$ cat config.mk
export PLATFORM = sky130hd
export DESIGN_NAME = cd_audio_play_position_tracker
export DESIGN_NICKNAME = d
export VERILOG_FILES = /design/src/rtl/cdpt_pkg.sv /design/src/rtl/cdpt_in_stage.sv /design/src/rtl/cdpt_core.sv /design/src/rtl/cdpt_out_stage.sv /design/src/rtl/cd_audio_play_position_tracker.sv
export SDC_FILE = /design/constraint.sdc
export NUM_CORES = 1
export LEC_CHECK = 0
export BUFFER_PORTS_ARGS = -buffer_cell sky130_fd_sc_hd__buf_4
export CORE_AREA = 2 2 164 166
export DETAILED_ROUTE_END_ITERATION = 10
export DIE_AREA = 0 0 166 168
export PLACE_DENSITY = 0.78
export SLEW_MARGIN = 20
export SYNTH_ARGS = -nofsm -noshare
export SYNTH_HDL_FRONTEND = slang
export SYNTH_HIERARCHICAL = 1
export SYNTH_SLANG_ARGS = --single-unit
$ cat constraint.sdc
create_clock -name aclk -period 6.8 [get_ports aclk]
set_input_delay 1.36 -clock aclk [delete_from_list [all_inputs] [get_ports aclk]]
set_output_delay 1.36 -clock aclk [all_outputs]
set_load 0.01 [all_outputs]
$ cat src/rtl/cdpt_pkg.sv
`timescale 1ns / 1ps
// ----------------------------------------------------------------------------
// cdpt_pkg
// Shared constants, codes and word types for the CD audio play position
// tracker.
// ----------------------------------------------------------------------------
package cdpt_pkg;

    // Geometry
    localparam int SAMPLES_PER_SECTOR = 588;
    localparam int SECTOR_BITS        = 19;
    localparam int COUNT_W            = SECTOR_BITS + 1;
    localparam int SAMPLE_W           = $clog2(SAMPLES_PER_SECTOR + 1);
    localparam int AUDIO_W            = 16;

    localparam logic [SAMPLE_W:0]  SAMPLE_WRAP = (SAMPLE_W+1)'(SAMPLES_PER_SECTOR);
    localparam logic [COUNT_W-1:0] SECTOR_MAX  = {1'b0, {SECTOR_BITS{1'b1}}};

    // Action codes
    localparam logic [1:0] ACT_PLAY    = 2'd0;
    localparam logic [1:0] ACT_SET_END = 2'd1;
    localparam logic [1:0] ACT_TICK    = 2'd2;

    // End-of-range behavior
    localparam logic [1:0] MODE_STOP = 2'd0;
    localparam logic [1:0] MODE_LOOP = 2'd1;
    localparam logic [1:0] MODE_IRQ  = 2'd2;

    typedef enum logic [1:0] {
        ST_INACTIVE = 2'd0,
        ST_PLAYING  = 2'd1,
        ST_PAUSED   = 2'd2,
        ST_STOPPED  = 2'd3
    } status_t;

    // One input word
    typedef struct packed {
        logic [1:0]                action;
        logic [SECTOR_BITS-1:0]    start_sector;
        logic                      start_paused;
        logic                      track_found;
        logic [SECTOR_BITS-1:0]    track_last_sector;
        logic [SECTOR_BITS-1:0]    end_sector_in;
        logic [1:0]                end_mode_in;
        logic signed [AUDIO_W-1:0] disc_left;
        logic signed [AUDIO_W-1:0] disc_right;
    } in_word_t;

    // One result word
    typedef struct packed {
        status_t                   status;
        logic                      sample_valid;
        logic signed [AUDIO_W-1:0] left_out;
        logic signed [AUDIO_W-1:0] right_out;
        logic [SECTOR_BITS-1:0]    position_sector;
        logic [SAMPLE_W-1:0]       position_sample;
        logic                      transfer_done_irq;
    } result_t;

endpackage

$ cat src/rtl/cdpt_in_stage.sv
`timescale 1ns / 1ps
// ----------------------------------------------------------------------------
// cdpt_in_stage
// Input register: captures one word and holds it until the core consumes it.
// ----------------------------------------------------------------------------
module cdpt_in_stage
    import cdpt_pkg::*;
(
    input  logic     aclk,
    input  logic     aresetn,
    input  logic     s_valid,
    output logic     s_ready,
    input  in_word_t s_word,
    input  logic     advance,
    output logic     word_valid,
    output in_word_t word
);

    logic     valid_reg;
    logic     valid_next;
    in_word_t word_reg;

    // Slot is free when empty or being consumed this cycle
    assign s_ready    = !valid_reg || advance;
    assign valid_next = s_valid ? 1'b1 : (advance ? 1'b0 : valid_reg);

    always_ff @(posedge aclk) begin
        if (!aresetn) begin
            valid_reg <= 1'b0;
        end else if (s_ready) begin
            valid_reg <= valid_next;
        end
    end

    // Payload needs no reset
    always_ff @(posedge aclk) begin
        if (s_valid && s_ready) begin
            word_reg <= s_word;
        end
    end

    assign word_valid = valid_reg;
    assign word       = word_reg;

endmodule

$ cat src/rtl/cdpt_core.sv
`timescale 1ns / 1ps
// ----------------------------------------------------------------------------
// cdpt_core
// Play state registers and the one-pass step logic: decodes the action,
// updates position and status, and forms the result word.
// ----------------------------------------------------------------------------
module cdpt_core
    import cdpt_pkg::*;
(
    input  logic               aclk,
    input  logic               aresetn,
    input  logic               cfg_wr_en,
    input  logic [COUNT_W-1:0] cfg_wr_data,
    input  logic               fire,
    input  in_word_t           word,
    output result_t            result
);

    logic [COUNT_W-1:0]     disc_count_reg;
    status_t                status_reg,     status_next;
    logic [SECTOR_BITS-1:0] loop_start_reg, loop_start_next;
    logic [SECTOR_BITS-1:0] stop_sector_reg, stop_sector_next;
    logic [1:0]             end_mode_reg,   end_mode_next;
    logic [SECTOR_BITS-1:0] cur_sector_reg, cur_sector_next;
    logic [SAMPLE_W-1:0]    cur_sample_reg, cur_sample_next;

    logic [COUNT_W-1:0]     count_m1;
    logic [SECTOR_BITS-1:0] last_sector;
    logic [SAMPLE_W:0]      sample_inc;
    logic [COUNT_W-1:0]     sector_inc;
    logic [COUNT_W-1:0]     sector_step;
    logic                   sample_valid;
    logic                   irq;

    // Disc's last sector; an empty disc counts as one sector
    assign count_m1    = (disc_count_reg == '0) ? '0 : disc_count_reg - COUNT_W'(1);
    assign last_sector = (count_m1 > SECTOR_MAX) ? SECTOR_MAX[SECTOR_BITS-1:0]
                                                 : count_m1[SECTOR_BITS-1:0];

    assign sample_inc = {1'b0, cur_sample_reg} + (SAMPLE_W+1)'(1);
    assign sector_inc = {1'b0, cur_sector_reg} + COUNT_W'(1);

    // Step logic
    always_comb begin
        status_next      = status_reg;
        loop_start_next  = loop_start_reg;
        stop_sector_next = stop_sector_reg;
        end_mode_next    = end_mode_reg;
        cur_sector_next  = cur_sector_reg;
        cur_sample_next  = cur_sample_reg;
        sector_step      = sector_inc;
        sample_valid     = 1'b0;
        irq              = 1'b0;

        case (word.action)
            ACT_PLAY: begin
                if (word.track_found) begin
                    loop_start_next  = word.start_sector;
                    status_next      = word.start_paused ? ST_PAUSED : ST_PLAYING;
                    stop_sector_next = word.track_last_sector;
                    end_mode_next    = MODE_STOP;
                    cur_sample_next  = '0;
                    cur_sector_next  = word.start_sector;
                end
            end
            ACT_SET_END: begin
                stop_sector_next = (word.end_sector_in > last_sector) ? last_sector
                                                                      : word.end_sector_in;
                end_mode_next    = word.end_mode_in;
                status_next      = ST_PLAYING;
            end
            ACT_TICK: begin
                if (status_reg == ST_PLAYING) begin
                    sample_valid    = 1'b1;
                    cur_sample_next = sample_inc[SAMPLE_W-1:0];
                    if (sample_inc >= SAMPLE_WRAP) begin
                        cur_sample_next = '0;
                        // Past the end sector: clamp, then loop or stop
                        if (sector_inc > {1'b0, stop_sector_reg}) begin
                            if (sector_inc >= disc_count_reg ||
                                sector_inc > {1'b0, last_sector}) begin
                                sector_step = {1'b0, last_sector};
                            end
                            if (end_mode_reg == MODE_LOOP) begin
                                sector_step = {1'b0, loop_start_reg};
                            end else begin
                                status_next = ST_STOPPED;
                                irq         = (end_mode_reg == MODE_IRQ);
                            end
                        end
                        cur_sector_next = sector_step[SECTOR_BITS-1:0];
                    end
                end
            end
            default: begin
            end
        endcase
    end

    // Result word from the post-step state
    always_comb begin
        result.status            = status_next;
        result.sample_valid      = sample_valid;
        result.left_out          = sample_valid ? word.disc_left  : '0;
        result.right_out         = sample_valid ? word.disc_right : '0;
        result.position_sector   = cur_sector_next;
        result.position_sample   = cur_sample_next;
        result.transfer_done_irq = irq;
    end

    // Disc size register
    always_ff @(posedge aclk) begin
        if (!aresetn) begin
            disc_count_reg <= COUNT_W'(1);
        end else if (cfg_wr_en) begin
            disc_count_reg <= cfg_wr_data;
        end
    end

    // Play state
    always_ff @(posedge aclk) begin
        if (!aresetn) begin
            status_reg      <= ST_INACTIVE;
            loop_start_reg  <= '0;
            stop_sector_reg <= '0;
            end_mode_reg    <= MODE_STOP;
            cur_sector_reg  <= '0;
            cur_sample_reg  <= '0;
        end else if (fire) begin
            status_reg      <= status_next;
            loop_start_reg  <= loop_start_next;
            stop_sector_reg <= stop_sector_next;
            end_mode_reg    <= end_mode_next;
            cur_sector_reg  <= cur_sector_next;
            cur_sample_reg  <= cur_sample_next;
        end
    end

endmodule

$ cat src/rtl/cdpt_out_stage.sv
`timescale 1ns / 1ps
// ----------------------------------------------------------------------------
// cdpt_out_stage
// Result register: holds one result word until the sink takes it.
// ----------------------------------------------------------------------------
module cdpt_out_stage
    import cdpt_pkg::*;
(
    input  logic    aclk,
    input  logic    aresetn,
    input  logic    in_valid,
    input  result_t in_result,
    output logic    advance,
    output logic    m_valid,
    input  logic    m_ready,
    output result_t m_result
);

    logic    valid_reg;
    result_t result_reg;

    // Load when empty or when the held word leaves this cycle
    assign advance = !valid_reg || m_ready;

    always_ff @(posedge aclk) begin
        if (!aresetn) begin
            valid_reg <= 1'b0;
        end else if (advance) begin
            valid_reg <= in_valid;
        end
    end

    always_ff @(posedge aclk) begin
        if (advance && in_valid) begin
            result_reg <= in_result;
        end
    end

    assign m_valid  = valid_reg;
    assign m_result = result_reg;

endmodule

$ cat src/rtl/cd_audio_play_position_tracker.sv
`timescale 1ns / 1ps
// ----------------------------------------------------------------------------
// cd_audio_play_position_tracker
// CD audio playback position tracker: play, set-end and sample-tick words in,
// one status/sample/position word out per input word.
// ----------------------------------------------------------------------------
// Takes one word per clock and returns exactly one result word for each, in
// order. A word passes through the input register and then the result
// register, with the whole step (action decode, sample and sector advance,
// end-of-range clamp and loop/stop) done in the single pass between them.
// The input register also absorbs one word while a finished result waits on
// m_ready, so throughput stays at one word per cycle as long as the sink keeps
// up. cfg_wr_data sets the disc size in sectors (reset value 1) and should
// only be written while no word is in flight.
// ----------------------------------------------------------------------------
module cd_audio_play_position_tracker
    import cdpt_pkg::*;
(
    input  logic                      aclk,
    input  logic                      aresetn,

    input  logic                      cfg_wr_en,
    input  logic [COUNT_W-1:0]        cfg_wr_data,

    input  logic                      s_valid,
    output logic                      s_ready,
    input  logic [1:0]                s_action,
    input  logic [SECTOR_BITS-1:0]    s_start_sector,
    input  logic                      s_start_paused,
    input  logic                      s_track_found,
    input  logic [SECTOR_BITS-1:0]    s_track_last_sector,
    input  logic [SECTOR_BITS-1:0]    s_end_sector_in,
    input  logic [1:0]                s_end_mode_in,
    input  logic signed [AUDIO_W-1:0] s_disc_left,
    input  logic signed [AUDIO_W-1:0] s_disc_right,

    output logic                      m_valid,
    input  logic                      m_ready,
    output logic [1:0]                m_status,
    output logic                      m_sample_valid,
    output logic signed [AUDIO_W-1:0] m_left_out,
    output logic signed [AUDIO_W-1:0] m_right_out,
    output logic [SECTOR_BITS-1:0]    m_position_sector,
    output logic [SAMPLE_W-1:0]       m_position_sample,
    output logic                      m_transfer_done_irq
);

    in_word_t s_word;
    in_word_t word;
    logic     word_valid;
    logic     advance;
    result_t  result;
    result_t  m_result;

    // Pack input ports
    always_comb begin
        s_word.action            = s_action;
        s_word.start_sector      = s_start_sector;
        s_word.start_paused      = s_start_paused;
        s_word.track_found       = s_track_found;
        s_word.track_last_sector = s_track_last_sector;
        s_word.end_sector_in     = s_end_sector_in;
        s_word.end_mode_in       = s_end_mode_in;
        s_word.disc_left         = s_disc_left;
        s_word.disc_right        = s_disc_right;
    end

    cdpt_in_stage u_in_stage (
        .aclk       (aclk),
        .aresetn    (aresetn),
        .s_valid    (s_valid),
        .s_ready    (s_ready),
        .s_word     (s_word),
        .advance    (advance),
        .word_valid (word_valid),
        .word       (word)
    );

    cdpt_core u_core (
        .aclk        (aclk),
        .aresetn     (aresetn),
        .cfg_wr_en   (cfg_wr_en),
        .cfg_wr_data (cfg_wr_data),
        .fire        (word_valid && advance),
        .word        (word),
        .result      (result)
    );

    cdpt_out_stage u_out_stage (
        .aclk      (aclk),
        .aresetn   (aresetn),
        .in_valid  (word_valid),
        .in_result (result),
        .advance   (advance),
        .m_valid   (m_valid),
        .m_ready   (m_ready),
        .m_result  (m_result)
    );

    // Unpack result word
    assign m_status            = m_result.status;
    assign m_sample_valid      = m_result.sample_valid;
    assign m_left_out          = m_result.left_out;
    assign m_right_out         = m_result.right_out;
    assign m_position_sector   = m_result.position_sector;
    assign m_position_sample   = m_result.position_sample;
    assign m_transfer_done_irq = m_result.transfer_done_irq;

endmodule

; ---- After elaboration in Yosys (flattened, before gate mapping)
; Index checks and enable logic that the tools add are counted.
[classes]
n_addsub = 3
magnitude_cmp = 6
eq_ne = 6
mux = 29
n_bitwise = 4
reduce_logical = 15
[ops]
columns = cell, n
row1 = $mux 19, 9
row2 = $pmux 19 s2, 2
row3 = $gt 20x19->1, 2
row4 = $mux 10, 3
row5 = $add 19x1->20 const B, 1
row6 = $ge 20x20->1, 1
row7 = $gt 20x19->1 const B, 1
row8 = $logic_not 20->1, 1
row9 = $mux 20, 1
row10 = $pmux 10 s2, 1
row11 = $sub 20x1->20 const B, 1
row12 = $gt 19x19->1, 1
row13 = $mux 2, 7
row14 = $add 10x1->11 const B, 1
row15 = $ge 11x10->1 const B, 1
row16 = $eq 2x1->1 const B, 3
row17 = $pmux 2 s3, 1
row18 = $reduce_and 3->1, 2
row19 = $reduce_or 5->1, 1
row20 = $eq 2x2->1 const B, 2
row21 = $mux 1, 4
row22 = $not 1->1, 4
row23 = $pmux 2 s2, 1
row24 = $reduce_bool 2->1, 2
row25 = 6 further kinds, 10
[word_totals]
register_bits = 253
output_inout_bits = 67
elab_cells = 88

; ---- Depth between registers and ports, before layout
; Gate-level depths: netlist (run 1).
[logic_depth]
word_depth = 12
mapped_depth = 21
ltp_nobuf = 19

; ---- By module
; Netlist (run 1), hierarchy kept.
[by_module_without_submodules]
columns = mod, n_inst, cells_each, area_each_um2, seq_area_each_um2
row1 = cdpt_core, 1, 1087, 8008.9, 1821.7
row2 = cdpt_in_stage, 1, 100, 2910.3, 2872.8
row3 = cdpt_out_stage, 1, 70, 2009.4, 1971.9
row4 = cd_audio_play_position_tracker, 1, 1, 6.3, 0.0

; ---- Worst setup path after synthesis (run 1)
; OpenSTA, ideal clock, no wires.
[synth_timing]
kind = register to register
startpoint = reg u_core.disc_count_reg[2]
endpoint = reg u_out_stage.result_reg (netlist bit u_out_stage/m_result[29]), data pin
setup_time_ns = 0.266
arrival_time_ns = 4.046
required_ns = 6.534
setup_slack_ns = 2.487
path_stages_with_launch = 20
period_less_slack_ns = 4.313
cell_sequence = dfxtp_1 -> nor4_1 -> nand3_1 -> or4_1 -> nor3_1 -> xnor2_1 -> a21oi_1 -> inv_1 -> ha_1 -> nand3_1 -> nor2_1 -> nand2_1 -> a41o_1 -> a211o_1 -> nand3_1 -> nor3_2 -> a221o_2 -> buf_6 -> a221oi_1 -> o21ai_0
[synth_lines]
columns = item, line_no
row1 = start: declaration, cdpt_core.sv:19  ; logic [COUNT_W-1:0] disc_count_reg;
row2 = start signal: assignment, cdpt_core.sv:116  ; disc_count_reg <= cfg_wr_data;
row3 = end signal: assignment, cdpt_out_stage.sv:35  ; result_reg <= in_result;
row4 = end: declaration, cdpt_out_stage.sv:20  ; result_t result_reg;

==> qor.yml, run 1 <==
status: "finished, final reports clean"
ys_warn_count: 6
seqCellArea_sq_um: 6670
synth.avg_cell_area_sq_um: 10.3
wl_per_cell_microns: 20.2
antenna_cells: 0
finalPower_uw: 3970
synth_top_area_share_pct: 37.1
hold_depth: 2
whs_ns: 0.452
synth-async-reset-ratio_pct: 0
synth-edff-count: 160
pre_cts_ws_ns: 1.55
drive_above_1_share_pct: 20.0
start_kind: "flop"
overflow: 0
clockBufferDepth: 3
grt_max_degree: 69
synthToLayoutAreaGrowth_pct: 20.9
hp-start: "u_core/loop_start_reg[9]"
synth_flop_cell: "edfxtp_1"
reg2reg_to: "u_out_stage/m_result[15]"
globalRouteTotalUtil_pct: 25.1
firstDrtPassIters: 6
netlist_instances: 1258
cts_inserted_buffers: 28
p_leak_uw: 0.00645
relSlewSlack_pct: 21.4
finalHoldViolCount: 0
nNetsFinal: 1623
hpwl_microns: 25900
vias_per_cell: 5.98
end_kind: "flop"
syn_area_sq_um: 12900
grt_pass1_vias: 10266
cts_resized: 0
min_period_over_period_pct: 80.9
largest_reg_flops: 95
required_ns: 7.10
synth_cell_types: 81
die_h_microns: 168
post-route-drc-count: 0
vias: 10704
syn-num-nets: 1455
coreArea_sq_um: 26400
synth_commonest_cells: "edfxtp_1, nand2_1, dfxtp_1"
cts.sinks: 253
setup.worst_path.class: "reg -> reg"
finalSetupViolCount: 0
post-cts-setup-buffers: 0
drt-initial-drc-count: 1206
stdcell_count: 1789
die_area_sq_um: 27900
die_width_microns: 166
synth.most_common_cell: "edfxtp_1"
rsz0062_at_grt: "no"
clock_skew_ns: 0.0127
clock_latency_ns: 0.56
wl_microns: 36100
io_buffers: 186
yosys.area.top_type: "edfxtp_1"
ys_seq_area_share_pct: 51.5
whs_endpoint: "u_core/loop_start_reg[9]"
reg2reg_setup_slack_ns: 1.30
antenna_found_initial: 0
clkTransAtPathRegs_ns: 0.06
setup_tns_ns: 0
core.rowCount: 60
maxCapViolCount: 0
rr_startpoint: "u_core/disc_count_reg[2]"
worst_slack_ns: 1.30
synth_seq_cells: 253
slew_violations: 0
fillers: 2156
grt_pass1_wl_microns: 56300
ios: 187
ff2ff_path_depth: 15
h-tree-depth: 1
cp.arrival_ns: 5.81
start_util_pct: 49.1
ctsHoldBuffers: 0
tightest_slew_ns: 1.17
dp.cells: 1737
gp_congestion: 0.958
min-delay-path-class: "reg -> reg"
drtAntennaViolNets: 0
multi_input_area_sq_um: 5800
clock.fmax_mhz: 182
cts-root-buf: "clkbuf_16"
tritoncts: "yes"
critPathMaxFanout: 10
min_period_ns: 5.50
power_density_nw_per_um2: 254
vdd.ir_drop.worst_mv: 0.253
synth_area_leaders: "edfxtp_1, dfxtp_1, ha_1, nand2_1, o21ai_0"
==> cell usage in the layout (no fill, tap or decap), types with 10 or more instances in the layout <==
cell and n:
buf_4 202, edfxtp_1 160, nand2_1 138, dfxtp_1 93, nor2_1 86, o21ai_0 86
ha_1 77, inv_1 62, a21oi_1 60, and3_1 44, nand3_1 38, clkbuf_16 28
xnor2_1 23, nor3_1 21, mux2i_1 21, o211ai_1 18, a31oi_1 18, a21o_1 15
a211oi_1 14, nand4_1 14, and4_1 11, a22o_1 11, and2_1 10, nor4_1 10
o31ai_1 10, a22oi_1 10
==> worst max path at each step <==
stage	slack [ns]	startpoint	end	depth (start not counted)
after floorplan	2.49	u_core/disc_count_reg[2]	u_out_stage/m_result[29]	19
after global placement	1.67	u_core/disc_count_reg[2]	u_core/stop_sector_reg[4]	16
after detailed placement	1.55	u_core/disc_count_reg[2]	u_out_stage/m_result[23]	15
after CTS	1.50	u_core/disc_count_reg[2]	u_out_stage/m_result[15]	15
after global routing	0.93	u_core/disc_count_reg[2]	u_out_stage/m_result[23]	15
final	1.30	u_core/disc_count_reg[2]	u_out_stage/m_result[15]	15
==> logic make-up (layout without fill, tap and decap cells) <==
kind of cell,Yosys count,count (layout),synth area share (%)
flops,253,253,51.5
buf+inv,126,316,3.80
simple gates,429,429,16.6
compound gates,321,321,16.9
mux,21,21,1.63
xor+xnor,30,30,2.03
fa+ha+maj,78,78,7.53
==> worst max-delay path, stage by stage (launching register included) <==
cell and delay [ns]:
dfxtp_1 0.36, nor4_1 0.51, nand3_1 0.27, or4_1 0.54
nor3_1 0.21, xnor2_1 0.09, a21oi_1 0.23, inv_1 0.14
ha_1 0.32, nand3_1 0.12, nor3_1 0.31, a21boi_0 0.57
a211oi_2 0.31, nor4_2 0.86, a221o_1 0.34, nand2_1 0.07
==> through the flow <==
step	area, sq um	utilization [%]
floorplan	12900	-
global placement	14600	55.5
detailed placement	14600	55.6
CTS	15600	59.3
global route	15600	59.3
finish	15600	59.3
==> final cells by class <==
type                            instances  area share, %
Clock buffer                           33           4.73
Clock inverter                         19           1.63
Timing Repair Buffer                  202           9.70
Tap cell                              341           2.73
Sequential cell                       253           42.6
Inverter                               62           1.49
Multi-Input combinational cell        879           37.1
==> where the power goes <==
group          total [uW]  switching [uW]  internal, uW
Combinational         606             370           235
Clock                1600             629           974
Sequential           1760            50.6          1710
==> layer usage <==
layer	track usage [%]	vias up	share of wire, %
li1	-	5021	-
met1	34.4	5093	42
met2	40.2	506	46
met3	4.80	84	8.7
met4	8.96	0	3.2
met5	0	-	0
(Power assumes the default switching activity.)
==> inputs of run 2 (changes only) <==
- clock period: 6.8 -> 5.4 ns (I/O delays scaled with it)
==> run 2 against run 1 <==
  * Combinational power increased by 29%
  * Register-to-register slack got worse by 0.94 ns
  * Via count rose by 1.2%
  * Largest cell class unchanged
  * Largest power group unchanged
  * Highest routed layer unchanged
==> qor.yml, run 2 (synthesis results as in run 1) <==
antenna_found_initial: 0
grt_pass1_vias: 10526
drive_above_1_share_pct: 21.2
slew_violations: 0
p_leak_uw: 0.00654
synthToLayoutAreaGrowth_pct: 21.7
min_period_ns: 5.05
die_h_microns: 168
coreArea_sq_um: 26400
wl_per_cell_microns: 20.0
globalRouteTotalUtil_pct: 25.4
required_ns: 5.69
grt_pass1_wl_microns: 56900
pre_cts_ws_ns: 0.382
io_buffers: 186
rsz0062_at_grt: "no"
setup_tns_ns: 0
start_util_pct: 49.1
clock_skew_ns: 0.0142
cp.arrival_ns: 5.34
crit_top_cell: "nand3_1"
vdd.ir_drop.worst_mv: 0.288
rr_startpoint: "u_core/disc_count_reg[2]"
gp_congestion: 0.968
wl_microns: 36200
setup.worst_path.class: "reg -> reg"
finalHoldViolCount: 0
antenna_cells: 0
ios: 187
maxCapViolCount: 0
tightest_slew_ns: 0.942
cts-root-buf: "clkbuf_16"
dp.cells: 1761
p_switching_uw: 1290
final_util_pct: 59.7
finalSetupViolCount: 0
end_kind: "flop"
drtAntennaViolNets: 0
hp-start: "u_core/loop_start_reg[15]"
tritoncts: "yes"
reg2reg_setup_slack_ns: 0.35
clockBufferDepth: 3
nNetsFinal: 1646
fillers: 2166
status: "finished, final reports clean"
die_width_microns: 166
clock_latency_ns: 0.56
post-route-drc-count: 0
cts.sinks: 253
switching_share_pct: 26.2
clock.fmax_mhz: 198
power_frac_seq_pct: 45.2
p_clk_share_pct: 39.0
core.rowCount: 60
worst_slack_ns: 0.355
crit_chain: "nor4_1 -> buf_4 -> nand3_1 -> or4_1 -> nor3_1 -> xnor2_1 -> a21oi_1 -> inv_1 -> ha_1 -> nand3_1 -> nor2_1 -> nand2_1 -> a41o_1 -> a211o_1 -> nand3_1 -> nor3_2 -> a221o_2 -> a221oi_1 -> o21ai_0"
whs_endpoint: "u_core/loop_start_reg[15]"
p_comb_share_pct: 15.8
overflow: 0
drt-initial-drc-count: 1134
hpwl_microns: 26700
critPathMaxFanout: 16
cp_slowest_stage_delay_ns: 0.56
crit_family: "compound AO/OA/AOI/OAI gates"
clkTransAtPathRegs_ns: 0.07
vias: 10831
h-tree-depth: 1
final_common_cell: "buf_4"
start_kind: "flop"
grt_max_degree: 66
power_density_nw_per_um2: 313
cp_slowest_cell: "a221o_2"
cts_inserted_buffers: 27
timing.critical_path.buf_inv: 2
firstDrtPassIters: 6
ctsHoldBuffers: 0
relSlewSlack_pct: 37.2
vias_per_cell: 5.99
final_cell_mix: "buf_4, edfxtp_1, nand2_1"
reg2reg_to: "u_out_stage/m_result[29]"
min-delay-path-class: "reg -> reg"
ff2ff_path_depth: 19
die_area_sq_um: 27900
min_period_over_period_pct: 93.4
hold_depth: 2
largest_reg_flops: 95
p_int_uw: 3630
stdcell_count: 1809
==> run 2: cell count changes in the layout (fill, tap and decap cells not counted), sizes merged <==
cell / before / now
clkinvlp: 1 / 0
bufinv: 5 / 4
clkinv: 10 / 11
buf: 202 / 226
inv: 65 / 63
clkbuf: 33 / 32
==> run 2: stage by stage <==
stage	area (sq um)	hold WS, ns	power, uW
floorplan	12900	0.425	2700
global placement	14800	0.437	3000
detailed placement	14800	0.444	3020
CTS	15700	0.454	4940
global route	15700	0.477	5110
finish	15700	0.456	4920
==> run 2: worst max path at each step <==
stage                        startpoint                  endpoint  slack [ns]  cells after the start
2_1_floorplan  u_core/disc_count_reg[2]  u_out_stage/m_result[29]        1.09                     19
3_3_place_gp   u_core/disc_count_reg[2]  u_out_stage/m_result[29]        0.46                     19
3_5_place_dp   u_core/disc_count_reg[2]  u_out_stage/m_result[29]        0.38                     16
4_1_cts        u_core/disc_count_reg[2]  u_out_stage/m_result[29]        0.35                     16
5_1_grt        u_core/disc_count_reg[2]  u_out_stage/m_result[29]        0.04                     19
6_report       u_core/disc_count_reg[2]  u_out_stage/m_result[29]        0.35                     19
==> run 2: area by class of cell <==
class	instances	area (sq um)	share of cell area, %
clock buffer	32	726	4.61
clock inverter	16	196	1.25
inverter	62	233	1.48
multi-input combinational	879	5790	36.8
sequential	253	6670	42.4
tap	341	427	2.71
timing repair buffer	226	1700	10.8
==> run 2: repair_timing <==
item	in CTS	in global routing
setup buffers	0	0
resized for setup	0	1
endpoints found under the setup margin	0	3
hold endpoints to repair	0	0
==> run 2: worst min-delay path, cell delays in order, from the launching register on <==
cell and delay (ns):
dfxtp_1 0.31, nand2_1 0.05, a21oi_1 0.05
==> run 2: power groups by stage <==
stage | Sequential, uW | Clock, uW | Combinational (uW)
floorplan | 2240 | 0 | 460
global placement | 2260 | 0 | 743
detailed placement | 2260 | 0 | 759
CTS | 2220 | 1950 | 765
global route | 2230 | 2030 | 853
finish | 2220 | 1920 | 779
==> run 2: metal layers <==
| metal | track usage, % | wire (microns) | vias up |
|---|---|---|---|
| met2 | 40.6 | 16400 | 518 |
| met1 | 34.3 | 14900 | 5119 |
| li1 | - | - | 5080 |
| met4 | 9.72 | 1420 | 0 |
| met3 | 5.05 | 3440 | 114 |
| met5 | 0 | 0 | - |
==> inputs of run 3 (changes only) <==
- PLACE_DENSITY: 0.78 -> 0.8
- clock period: 5.4 -> 4.5 ns (I/O delays scaled with it)
==> run 3 against run 2 <==
  * Final cell count is 4.4% higher
  * Global-route usage is 0.72 points higher
  * Sequential power is 20% higher
  * Worst setup slack worse by 0.21 ns
  * Hold slack better by 0.0014 ns
  * Die area stayed put
  * Power is 23% higher
  * Critical path depth is 2 higher
  * Combinational power is 40% higher
  * Count of clock-buffer cells in the layout is 12 higher
  * Non-clock buffer count is 75 higher
  * Sequential cell count stayed put
  * Critical endpoint is now u_core/cur_sector_reg[12]
  * Largest cell class unchanged
==> qor.yml, run 3 (synthesis results as in run 1) <==
globalRouteTotalUtil_pct: 26.1
use_met1_pct: 35.3
drt-initial-drc-count: 1177
vdd.ir_drop.worst_mv: 0.372
ios: 187
die_width_microns: 166
tightest_slew_ns: 0.929
antenna_found_initial: 0
grt_pass1_wl_microns: 58200
fillers: 2127
required_ns: 4.98
start_util_pct: 49.1
power_density_nw_per_um2: 365
p_leak_uw: 0.00697
overflow: 0
io_buffers: 186
vias: 11240
gr-usage-met2_pct: 42.2
final_cell_mix: "buf_4, edfxtp_1, nand2_1"
end_kind: "flop"
hpwl_microns: 27600
drtAntennaViolNets: 0
clockBufferDepth: 3
cts-root-buf: "clkbuf_16"
nNetsFinal: 1722
maxCapViolCount: 0
slew_violations: 0
wl_microns: 37700
crit_top_cell: "buf_4"
drive_above_1_share_pct: 27.1
coreArea_sq_um: 26400
wl_per_cell_microns: 20.0
start_kind: "flop"
worst_slack_ns: 0.140
rsz0062_at_grt: "yes"
tritoncts: "yes"
vias_per_cell: 5.95
clock.fmax_mhz: 229
stdcell_count: 1888
cts.sinks: 253
grt_pass1_vias: 10708
finalPower_uw: 6040
final_common_cell: "buf_4"
clock_skew_ns: 0.0180
clock_latency_ns: 0.56
post-route-drc-count: 0
status: "finished, final reports clean"
antenna_cells: 0
grt_use_met3_pct: 4.87
core.rowCount: 60
clkTransAtPathRegs_ns: 0.06
cts_inserted_buffers: 28
grt-busiest-layer: "met2"
finalHoldViolCount: 0
min_period_ns: 4.36
cp_slowest_cell: "a221o_2"
ctsHoldBuffers: 0
h-tree-depth: 1
finalSetupViolCount: 0
min_period_over_period_pct: 96.9
pre_cts_ws_ns: -0.271
crit_chain: "nor4_2 -> buf_4 -> nand3_1 -> or4_4 -> buf_4 -> nor2_2 -> a21oi_1 -> o32ai_2 -> buf_4 -> ha_1 -> nand4_1 -> nor2_1 -> nand2_1 -> a41o_1 -> a211o_1 -> nand3_2 -> nor3_2 -> a221o_2 -> buf_6 -> a221o_2 -> a31oi_1"
critPathMaxFanout: 7
gp_congestion: 0.987
grt_max_degree: 84
min-delay-path-class: "reg -> reg"
die_h_microns: 168
synthToLayoutAreaGrowth_pct: 27.8
die_area_sq_um: 27900
whs_ns: 0.457
largest_reg_flops: 95
relSlewSlack_pct: 38.1
setup.worst_path.class: "reg -> reg"
cp_slowest_stage_delay_ns: 0.48
cp.arrival_ns: 4.84
firstDrtPassIters: 6
dp.cells: 1833
run 3: cell types whose count changed in the layout (fill, tap and decap cells not counted), moves of 4 or more:
cell      change
nor4_1        -4
nor3_1        -4
nor3_2        +4
clkinv_2      -5
clkbuf_8      +5
buf_4        +70
clkbuf_1      +6
run 3: area by class of cell:
| type | instances | area [sq um] | share of cell area (%) |
|---|---|---|---|
| timing repair buffer | 301 | 2300 | 13.9 |
| tap | 341 | 427 | 2.58 |
| multi-input combinational | 879 | 5980 | 36.1 |
| clock buffer | 44 | 842 | 5.09 |
| inverter | 62 | 233 | 1.41 |
| sequential | 253 | 6670 | 40.3 |
| clock inverter | 8 | 95.1 | 0.575 |
run 3: timing repair:
item                       CTS  global route
setup endpoints to repair   20            58
pin swaps                    1            13
resized for setup            7            39
cloned                       0             0
buffers inserted             2             1
run 3: per-layer routing:
metal  vias up  part of all wire [%]
li1       5219                     -
met1      5341                    41
met2       583                    46
met3        97                   9.3
met4         0                   3.7
met5         -                     0
run 3: worst paths after layout:
kind	start	end	slack [ns]	depth (start not counted)
min	u_core/loop_start_reg[9]	u_core/loop_start_reg[9]	0.46	2
max reg2reg	u_core/disc_count_reg[5]	u_core/cur_sector_reg[12]	0.14	21
min reg2reg	u_core/loop_start_reg[9]	u_core/loop_start_reg[9]	0.46	2
max	u_core/disc_count_reg[5]	u_core/cur_sector_reg[12]	0.14	21
run 3: power breakdown:
group | total [uW] | switching [uW] | internal [uW]
clock | 2290 | 939 | 1350
sequential | 2660 | 72.6 | 2590
combinational | 1090 | 611 | 479
run 3: stage by stage:
step           setup TNS [ns]  util (%)  instance area, sq um
2_1_floorplan               0         -                 12900
3_3_place_gp            -1.19      58.4                 15400
3_5_place_dp            -3.25      58.4                 15400
4_1_cts                     0      62.1                 16400
5_1_grt                -0.672      62.8                 16500
6_report                    0      62.8                 16500
run 3: critical path: cells and delay by family, from the launching register on:
family / cells / cell delay, ns
AOI/OAI and AO/OA: 7 / 1.67
adders and majority gates: 1 / 0.14
buffers and inverters: 4 / 0.67
DFF: 1 / 0.32
and+or+nand+nor: 9 / 1.49
